==> src/ips_patch_stream_parser_macros.svh <==
// Assertion macros shared by the IPS patch parser RTL.
// No dependencies; files that check their own logic include this header.
`ifndef IPS_PATCH_STREAM_PARSER_MACROS_SVH
`define IPS_PATCH_STREAM_PARSER_MACROS_SVH

`ifndef SYNTHESIS

// Property that must hold at every clock edge outside reset
`define IPSP_ASSERT(label, clk, rstn, prop) \
    label: assert property (@(posedge clk) disable iff (!rstn) (prop)) \
        else $error("ipsp assertion failed");

// Condition that must never be true outside reset
`define IPSP_NEVER(label, clk, rstn, expr) \
    `IPSP_ASSERT(label, clk, rstn, !(expr))

`else

`define IPSP_ASSERT(label, clk, rstn, prop)
`define IPSP_NEVER(label, clk, rstn, expr)

`endif

`endif

==> src/ipsp_pkg.sv <==
// Types and constants for the IPS patch stream parser.
// No dependencies; used by every RTL file of the block.
package ipsp_pkg;

    // Result queue depth; must be at least 2 (one byte can cause two words)
    localparam int unsigned RESULT_FIFO_DEPTH = 4;

    // Offset value that ends the record list ("EOF")
    localparam logic [23:0] EOF_MARK = 24'h454F46;

    typedef enum logic [1:0] {
        KIND_WRITE = 2'd0,
        KIND_FILL  = 2'd1,
        KIND_OK    = 2'd2,
        KIND_FAIL  = 2'd3
    } kind_t;

    typedef enum logic [2:0] {
        ERR_NONE       = 3'd0,
        ERR_BAD_HEADER = 3'd1,
        ERR_ENDED      = 3'd2,
        ERR_ZERO_RUN   = 3'd3,
        ERR_BAD_TAIL   = 3'd4
    } err_code_t;

    // Input word
    typedef struct packed {
        logic [7:0] patch_byte;
        logic       last_byte;
    } in_word_t;

    // Result word
    typedef struct packed {
        kind_t       kind;
        logic [23:0] address;
        logic [15:0] run_length;
        logic [7:0]  fill_value;
        logic [24:0] image_length;
        err_code_t   error_code;
        logic        result_last;
    } out_word_t;

    // Expected header text "PATCH", one character per index
    function automatic logic [7:0] hdr_char(input logic [2:0] idx);
        logic [7:0] c;
        unique case (idx)
            3'd0:    c = 8'h50;
            3'd1:    c = 8'h41;
            3'd2:    c = 8'h54;
            3'd3:    c = 8'h43;
            3'd4:    c = 8'h48;
            default: c = 8'h00;
        endcase
        return c;
    endfunction

endpackage

==> src/ipsp_parser.sv <==
// Byte-level parser state and next-state logic for IPS patches.
// Depends on ipsp_pkg and the assertion macro header.
`include "ips_patch_stream_parser_macros.svh"

module ipsp_parser
    import ipsp_pkg::*;
(
    input  logic         aclk,
    input  logic         aresetn,
    input  logic         cfg_we,
    input  logic [23:0]  cfg_data,
    input  logic         in_accept,
    input  in_word_t     in_word,
    output logic [1:0]   push_cnt,
    output out_word_t    push_data [2]
);

    typedef enum logic [2:0] {
        PH_HEADER,
        PH_OFFSET,
        PH_SIZE,
        PH_DATA,
        PH_RUNLEN,
        PH_RUNVAL,
        PH_TAIL,
        PH_ERROR
    } phase_t;

    phase_t      phase_reg,  phase_next;
    logic [2:0]  idx_reg,    idx_next;
    logic [23:0] offset_reg, offset_next;
    logic [15:0] size_reg,   size_next;
    logic [24:0] wp_reg,     wp_next;
    logic [24:0] len_reg,    len_next;
    logic [23:0] tail_reg,   tail_next;
    err_code_t   pend_reg,   pend_next;
    logic [23:0] init_len_reg;

    logic [7:0]  b;
    logic [24:0] wp_inc;
    logic [24:0] run_end;
    err_code_t   err;
    err_code_t   code;
    logic        cmd_valid;
    out_word_t   cmd;
    out_word_t   stat;

    assign b       = in_word.patch_byte;
    assign wp_inc  = wp_reg + 25'd1;
    assign run_end = {1'b0, offset_reg} + {9'd0, size_reg};

    // Next state for one byte, plus the command and status words it causes
    always_comb begin
        phase_next  = phase_reg;
        idx_next    = idx_reg;
        offset_next = offset_reg;
        size_next   = size_reg;
        wp_next     = wp_reg;
        len_next    = len_reg;
        tail_next   = tail_reg;
        pend_next   = pend_reg;
        err         = ERR_NONE;
        cmd_valid   = 1'b0;
        cmd         = '0;

        unique case (phase_reg)
            PH_HEADER: begin
                if (idx_reg == 3'd0) begin
                    len_next = {1'b0, init_len_reg};
                end
                if (idx_reg > 3'd4 || b != hdr_char(idx_reg)) begin
                    err = ERR_BAD_HEADER;
                end else if (idx_reg == 3'd4) begin
                    phase_next  = PH_OFFSET;
                    idx_next    = '0;
                    offset_next = '0;
                end else begin
                    idx_next = idx_reg + 3'd1;
                end
            end
            PH_OFFSET: begin
                offset_next = {offset_reg[15:0], b};
                if (idx_reg == 3'd2) begin
                    idx_next = '0;
                    if (offset_next == EOF_MARK) begin
                        phase_next = PH_TAIL;
                        tail_next  = '0;
                    end else begin
                        phase_next = PH_SIZE;
                        size_next  = '0;
                    end
                end else begin
                    idx_next = idx_reg + 3'd1;
                end
            end
            PH_SIZE: begin
                size_next = {size_reg[7:0], b};
                if (idx_reg == 3'd1) begin
                    idx_next = '0;
                    if (size_next == 16'd0) begin
                        phase_next = PH_RUNLEN;
                    end else begin
                        phase_next = PH_DATA;
                        wp_next    = {1'b0, offset_reg};
                    end
                end else begin
                    idx_next = idx_reg + 3'd1;
                end
            end
            PH_DATA: begin
                if (len_reg < wp_inc) begin
                    len_next = wp_inc;
                end
                cmd_valid      = 1'b1;
                cmd.kind       = KIND_WRITE;
                cmd.address    = wp_reg[23:0];
                cmd.fill_value = b;
                wp_next        = wp_inc;
                size_next      = size_reg - 16'd1;
                if (size_reg == 16'd1) begin
                    phase_next  = PH_OFFSET;
                    idx_next    = '0;
                    offset_next = '0;
                end
            end
            PH_RUNLEN: begin
                size_next = {size_reg[7:0], b};
                if (idx_reg == 3'd1) begin
                    idx_next = '0;
                    if (size_next == 16'd0) begin
                        err = ERR_ZERO_RUN;
                    end else begin
                        phase_next = PH_RUNVAL;
                    end
                end else begin
                    idx_next = idx_reg + 3'd1;
                end
            end
            PH_RUNVAL: begin
                if (len_reg < run_end) begin
                    len_next = run_end;
                end
                cmd_valid      = 1'b1;
                cmd.kind       = KIND_FILL;
                cmd.address    = offset_reg;
                cmd.run_length = size_reg;
                cmd.fill_value = b;
                phase_next     = PH_OFFSET;
                idx_next       = '0;
                offset_next    = '0;
            end
            PH_TAIL: begin
                if (idx_reg < 3'd3) begin
                    tail_next = {tail_reg[15:0], b};
                    idx_next  = idx_reg + 3'd1;
                end else begin
                    err = ERR_BAD_TAIL;
                end
            end
            PH_ERROR: begin
                // bytes are dropped until the last one
            end
        endcase

        // First error wins; parser parks until end of stream
        if (err != ERR_NONE) begin
            if (pend_reg == ERR_NONE) begin
                pend_next = err;
            end
            phase_next = PH_ERROR;
        end

        // End-of-stream status, then a fresh stream
        code = pend_next;
        stat = '0;
        if (in_word.last_byte) begin
            if (code == ERR_NONE) begin
                if (phase_next == PH_TAIL) begin
                    if (idx_next == 3'd3) begin
                        len_next = {1'b0, tail_next};
                    end else if (idx_next != 3'd0) begin
                        code = ERR_BAD_TAIL;
                    end
                end else begin
                    code = ERR_ENDED;
                end
            end
            stat.kind        = (code == ERR_NONE) ? KIND_OK : KIND_FAIL;
            stat.error_code  = code;
            phase_next  = PH_HEADER;
            idx_next    = '0;
            offset_next = '0;
            size_next   = '0;
            wp_next     = '0;
            tail_next   = '0;
            pend_next   = ERR_NONE;
        end
        cmd.image_length  = len_next;
        stat.image_length = len_next;

        // Words handed to the result queue
        push_data[0] = '0;
        push_data[1] = '0;
        push_cnt     = 2'd0;
        if (in_accept) begin
            if (cmd_valid) begin
                push_data[0] = cmd;
                if (in_word.last_byte) begin
                    push_data[1]             = stat;
                    push_data[1].result_last = 1'b1;
                    push_cnt                 = 2'd2;
                end else begin
                    push_data[0].result_last = 1'b1;
                    push_cnt                 = 2'd1;
                end
            end else if (in_word.last_byte) begin
                push_data[0]             = stat;
                push_data[0].result_last = 1'b1;
                push_cnt                 = 2'd1;
            end
        end
    end

    // Parser state and configuration register
    always_ff @(posedge aclk) begin
        if (!aresetn) begin
            phase_reg    <= PH_HEADER;
            idx_reg      <= '0;
            offset_reg   <= '0;
            size_reg     <= '0;
            wp_reg       <= '0;
            len_reg      <= '0;
            tail_reg     <= '0;
            pend_reg     <= ERR_NONE;
            init_len_reg <= '0;
        end else begin
            if (cfg_we) begin
                init_len_reg <= cfg_data;
            end
            if (in_accept) begin
                phase_reg  <= phase_next;
                idx_reg    <= idx_next;
                offset_reg <= offset_next;
                size_reg   <= size_next;
                wp_reg     <= wp_next;
                len_reg    <= len_next;
                tail_reg   <= tail_next;
                pend_reg   <= pend_next;
            end
        end
    end

    // A kept error and the parked phase always go together
    `IPSP_ASSERT(a_err_parked, aclk, aresetn, (pend_reg != ERR_NONE) == (phase_reg == PH_ERROR))
    // A pair of words is always a command followed by a status word
    `IPSP_NEVER(a_pair_order, aclk, aresetn, (push_cnt == 2'd2) && ((push_data[0].kind == KIND_OK) || (push_data[0].kind == KIND_FAIL) || push_data[0].result_last))

endmodule

==> src/ipsp_result_fifo.sv <==
// Small result queue that takes up to two words per cycle and gives one.
// Depends on ipsp_pkg and the assertion macro header.
`include "ips_patch_stream_parser_macros.svh"

module ipsp_result_fifo
    import ipsp_pkg::*;
#(
    parameter int unsigned DEPTH = RESULT_FIFO_DEPTH
) (
    input  logic       aclk,
    input  logic       aresetn,
    input  logic [1:0] push_cnt,
    input  out_word_t  push_data [2],
    output logic       room_two,
    output logic       m_valid,
    input  logic       m_ready,
    output out_word_t  m_data
);

    localparam int PTR_W = (DEPTH > 1) ? $clog2(DEPTH) : 1;
    localparam int CNT_W = $clog2(DEPTH + 1);
    localparam logic [PTR_W-1:0] LAST_IDX = PTR_W'(DEPTH - 1);

    out_word_t        mem [DEPTH];
    logic [PTR_W-1:0] rd_reg, rd_next;
    logic [PTR_W-1:0] wr_reg, wr_next;
    logic [PTR_W-1:0] wr_plus1;
    logic [CNT_W-1:0] cnt_reg, cnt_next;
    logic             pop;

    function automatic logic [PTR_W-1:0] wrap_inc(input logic [PTR_W-1:0] p);
        return (p == LAST_IDX) ? '0 : p + 1'b1;
    endfunction

    assign m_valid  = (cnt_reg != '0);
    assign m_data   = mem[rd_reg];
    assign pop      = m_valid && m_ready;
    assign room_two = (cnt_reg <= CNT_W'(DEPTH - 2));
    assign wr_plus1 = wrap_inc(wr_reg);

    // Pointer and fill count update
    always_comb begin
        rd_next = pop ? wrap_inc(rd_reg) : rd_reg;
        unique case (push_cnt)
            2'd0:    wr_next = wr_reg;
            2'd1:    wr_next = wr_plus1;
            default: wr_next = wrap_inc(wr_plus1);
        endcase
        cnt_next = cnt_reg + CNT_W'(push_cnt) - CNT_W'(pop);
    end

    always_ff @(posedge aclk) begin
        if (!aresetn) begin
            rd_reg  <= '0;
            wr_reg  <= '0;
            cnt_reg <= '0;
        end else begin
            rd_reg  <= rd_next;
            wr_reg  <= wr_next;
            cnt_reg <= cnt_next;
        end
    end

    // Storage, up to two writes per cycle
    always_ff @(posedge aclk) begin
        if (push_cnt != 2'd0) begin
            mem[wr_reg] <= push_data[0];
        end
        if (push_cnt == 2'd2) begin
            mem[wr_plus1] <= push_data[1];
        end
    end

    // Fill count stays within the queue
    `IPSP_NEVER(a_no_overflow, aclk, aresetn, cnt_reg > CNT_W'(DEPTH))
    // After any push the output is valid in the next cycle
    `IPSP_ASSERT(a_push_shows, aclk, aresetn, (push_cnt != 2'd0) |=> m_valid)

endmodule

==> src/ips_patch_stream_parser.sv <==
// IPS patch stream parser: one patch byte per cycle in while s_ready is high,
// command/status words out. Result words leave the result queue one at a time,
// each once the words queued before it have been taken. The last byte of a stream
// that also completes a write or fill gives two words at once into the queue.
// s_ready is high while the result queue has room for two words.
// Reset (synchronous, aresetn low): parser expects a header, lengths zero, queue empty.
module ips_patch_stream_parser
    import ipsp_pkg::*;
#(
    parameter int unsigned FIFO_DEPTH = RESULT_FIFO_DEPTH
) (
    input  logic        aclk,
    input  logic        aresetn,
    // configuration: initial image length
    input  logic        cfg_valid,
    output logic        cfg_ready,
    input  logic [23:0] cfg_data,
    // patch byte words
    input  logic        s_valid,
    output logic        s_ready,
    input  in_word_t    s_data,
    // result words
    output logic        m_valid,
    input  logic        m_ready,
    output out_word_t   m_data
);

    logic       room_two;
    logic       in_accept;
    logic [1:0] push_cnt;
    out_word_t  push_data [2];

    assign cfg_ready = 1'b1;
    assign s_ready   = room_two;
    assign in_accept = s_valid && room_two;

    ipsp_parser u_parser (
        .aclk      (aclk),
        .aresetn   (aresetn),
        .cfg_we    (cfg_valid),
        .cfg_data  (cfg_data),
        .in_accept (in_accept),
        .in_word   (s_data),
        .push_cnt  (push_cnt),
        .push_data (push_data)
    );

    ipsp_result_fifo #(
        .DEPTH (FIFO_DEPTH)
    ) u_result_fifo (
        .aclk      (aclk),
        .aresetn   (aresetn),
        .push_cnt  (push_cnt),
        .push_data (push_data),
        .room_two  (room_two),
        .m_valid   (m_valid),
        .m_ready   (m_ready),
        .m_data    (m_data)
    );

endmodule
==> config.mk <==
export PLATFORM = sky130hd
export DESIGN_NAME = ips_patch_stream_parser
export DESIGN_NICKNAME = d
export VERILOG_FILES = /design/src/ipsp_pkg.sv /design/src/ipsp_parser.sv /design/src/ipsp_result_fifo.sv /design/src/ips_patch_stream_parser.sv
export VERILOG_INCLUDE_DIRS = /design/src /design/src/src
export SDC_FILE = /design/constraint.sdc
export NUM_CORES = 1
export LEC_CHECK = 0
export ABC_AREA = 1
export BUFFER_PORTS_ARGS = -buffer_cell sky130_fd_sc_hd__buf_4
export CORE_MARGIN = 5
export CORE_UTILIZATION = 60
export DETAILED_ROUTE_END_ITERATION = 8
export PLACE_DENSITY = 0.78
export SYNTH_ARGS = -nofsm -noshare
export SYNTH_HDL_FRONTEND = slang
export SYNTH_HIERARCHICAL = 1
export SYNTH_SLANG_ARGS = --single-unit
==> constraint.sdc <==
create_clock -name aclk -period 6 [get_ports aclk]
set_input_delay 0.6 -clock aclk [delete_from_list [all_inputs] [get_ports aclk]]
set_output_delay 0.6 -clock aclk [all_outputs]
set_load 0.1 [all_outputs]
==> results.md <==
- Ant. Diodes: 0
- Cts bufs inserted: slightly above 50
- Gr ovfl total: 0
- Share of flip-flops with an asynchronous set or reset: 0
- Worst Path Required: 6300 ps
- Number of fill cells: about 4000
- Area of the multi-input gates: 13800 sq um
- Worst R2R Start: u_parser/size_reg[0]$_SDFFE_PN0P_
- Die Y: 228 um
- CTS Buffer Depth: 3
- CP endpoint kind: flop
- Synth Flop Type: edfxtp_1
- Layout Nets: ~3800
- Final Skew: 19.2 ps
- Storage cell area: 12600 sq um
- Cell Area, Placed: 29400 sq um
- Critical Path Source: u_parser/size_reg[0]$_SDFFE_PN0P_
- Total setup buffers inserted after CTS: 0
- Max-cap viol count: 0
- Comb power frac: 0.480
- Worst Reg-to-Reg Cells: 24
- Post-route ant nets: 0
- Sequential area share after synthesis: 0.442
- Routed len/inst: 19.5 um
- Fin. Hold Viols: 0
- Yosys cell types: 59
- Initial antenna violation count: 2
- Yosys warning total: 6
- Clock H-tree levels: 2
- Crit path cell chain: ha_1 > inv_1 > fa_1 > o21ai_0 > nand2_1 > nand2_1 > nand2_1 > nand2_1 > nand3_1 > and2_1 > ha_1 > a21oi_1 > o21ai_0 > a21oi_1 > nand2_1 > nor2_1 > buf_4 > a21oi_1 > o21ai_0 > nand4_1 > nand4_2 > nor2_1 > nand2_1 > o21ai_0
- First-pass GRT wire length: 131000 um
- Int Pwr: 0.00703 W
- Sum Neg Setup Slack: 0 ps
- # resized after CTS: 0
- Tmin final: 5300 ps
- Arr. time, crit path: approximately 5600 ps
- Slew Limit Fails: 0
- Switch Pwr: 0.00659 W
- Vias in the first global route: 23200
- Max Clock Freq: between 150 and 200 MHz
- Rows: 79
- Mapped Area: 28500 sq um
- CP startpoint kind: flop
- Power Total: about 0.014 W
- Die width: 228 um
- Final worst-path cycle share: 0.884
- CP max-delay cell: o21ai_0
- Critical R2R Capture: u_result_fifo/mem[0][28]$_DFFE_PP_
- DP HPWL: 56900 um
- TritonRoute pass-1 iters: 6
- Post-synthesis register bit count: 472
- Clock sinks: 472
- CTS tree: done
- EDFF count, synth: 316
- Hold Path Class: primary input to flop
- Cells after Synth: between 3000 and 4000
- Share of layout cells above drive strength 1: 0.0904
- End of the critical path: u_result_fifo/mem[0][28]$_DFFE_PP_
- Final instance area: ~31000 sq um
- Cell mode on critical path: nand2_1
- Status: finished clean
- Residual DRC count: 0
- Layout Area Growth over Synthesis: 8.54%
- Leakage Power: 11.2 nW
- Initial Util: 0.610
- CP peak stage delay: around 450 ps
- Buffers added on ports: 118
- Max IR drop VDD: 0.374 mV
- Worst Setup Path Type: flop to flop
- CTS root buffer: clkbuf_16
- Final WL: 84300 um
- Sw frac: 0.484
- Vias: 25800
- Average size of a mapped cell: 7.71 sq um
- Vias/cell: 5.97
- CTS Hold Bufs: 0
- Largest net degree at the start of global routing: 105
- GRT Total Usage: 0.311
- Headroom to the max-slew limit: 0.272
- Hold slack: 226 ps
- Largest register FFs: 316
- Worst slew pin tran: between 1000 and 1500 ps
- # setup viols final: 0
- CP Max Fanout: 18
- Placer Congestion: 1.03
- I/O Pins: 120
- DIE AREA: 52000 sq um
- RSZ-0062 raised after global routing: false
- Worst-Skew Late Latency: 600 ps
- Core area: between 40000 and 50000 sq um
- Register clock-pin slew on the reported worst setup and hold paths: ~60 ps
- Cell Pwr Density: 440 nW/um^2
- R2R setup slack: 700 ps
- Initial DRC count: ~3300
- Seq pwr share: 0.300
- Clock network power share: 0.220
[worst min path at each step]
stage          cells after the start                                endpoint                               start
6_report                           3  u_parser/init_len_reg[14]$_SDFFE_PN0P_                        cfg_data[14]
5_1_grt                            3  u_parser/init_len_reg[14]$_SDFFE_PN0P_                        cfg_data[14]
2_1_floorplan                      2        u_parser/wp_reg[19]$_SDFFE_PN0P_    u_parser/wp_reg[19]$_SDFFE_PN0P_
3_5_place_dp                       2      u_parser/tail_reg[22]$_SDFFE_PN0P_  u_parser/tail_reg[22]$_SDFFE_PN0P_
3_3_place_gp                       2      u_parser/tail_reg[18]$_SDFFE_PN0P_  u_parser/tail_reg[18]$_SDFFE_PN0P_
4_1_cts                            3  u_parser/init_len_reg[14]$_SDFFE_PN0P_                        cfg_data[14]
[cell usage after synthesis, types with 5 or more instances]
cell / number / area, sq um
nand2_1: 805 / 3020
o21ai_0: 591 / 2960
nor2_1: 402 / 1510
edfxtp_1: 316 / 9490
inv_1: 260 / 976
nand3_1: 193 / 966
a21oi_1: 189 / 946
dfxtp_1: 156 / 3120
clkbuf_1: 136 / 510
o22ai_1: 109 / 682
ha_1: 85 / 1060
buf_2: 64 / 320
buf_4: 59 / 443
nor3_1: 32 / 160
nand2_2: 29 / 181
nand3b_1: 28 / 210
nand4_1: 25 / 156
a22o_1: 24 / 210
xor2_1: 22 / 193
a211oi_1: 20 / 150
a21oi_2: 20 / 175
xnor2_1: 14 / 123
inv_2: 11 / 41.3
o211ai_1: 11 / 82.6
nor2_4: 8 / 90.1
and2_1: 7 / 43.8
nor2_2: 7 / 43.8
a22oi_1: 6 / 45.0
buf_6: 5 / 56.3
[worst max-delay path: cells and delay by family (launching register included)]
family                     cells  cell delay, ps
AOI/OAI and AO/OA              7            1350
adders and majority gates      3             920
buffers and inverters          2             420
DFF                            1             420
and+or+nand+nor               12            1910
[per-stage QoR]
stage | worst slack, ps | utilization | std cells
final | 697 | 0.662 | 4324
after global routing | 283 | 0.662 | 4324
after CTS | 850 | 0.662 | 4324
after detailed placement | 884 | 0.628 | 4231
after global placement | 982 | 0.628 | 4231
after floorplan | 604 | - | 3743
[power by group through the flow]
stage,logic [W],clock network [W],registers (W)
final,0.00653,0.00300,0.00408
after global routing,0.00700,0.00317,0.00411
after CTS,0.00648,0.00302,0.00408
after detailed placement,0.00646,0,0.00414
after global placement,0.00639,0,0.00414
after floorplan,0.00500,0,0.00400
[metal layers]
layer  global-route usage  vias up  routed length [um]
li1                     -    12500                   -
met1                0.439    11700               34800
met2                0.496     1404               38500
met3               0.0481      172                8090
met4                0.105        2                2890
met5                    0        -                  13
[logic make-up (layout without fill, tap and decap cells)]
family / Yosys count / in the layout / share of synthesized area
XOR/XNOR: 36 / 36 / 0.0111
buffers and inverters: 545 / 519 / 0.0839
AO/OA/AOI/OAI: 996 / 996 / 0.192
flip-flops: 472 / 472 / 0.442
other: 2 / 49 / 0.000263
adder cells (fa/ha/maj): 87 / 87 / 0.0387
AND/OR/NAND/NOR: 1558 / 1558 / 0.232
[layout make-up]
class,instances,area share
Clock inverter,25,0.00675
Timing Repair Buffer,152,0.0381
Clock buffer,68,0.0446
Sequential cell,472,0.408
Tap cell,607,0.0245
Multi-Input combinational cell,2726,0.445
Inverter,274,0.0336
[placed cells by master (no fill, tap or decap), drive strengths merged, types with 4 or more instances in the layout]
cell	n
a211oi	20
a21oi	210
a22o	24
a22oi	6
a31oi	4
and2	7
buf	152
clkbuf	68
clkinv	22
conb	49
dfxtp	156
edfxtp	316
ha	85
inv	272
nand2	838
nand3	198
nand3b	28
nand4	26
nor2	418
nor3	34
o211ai	11
o21ai	595
o221ai	4
o22ai	109
or2	4
xnor2	14
xor2	22
Power figures use the tool's default switching activity.
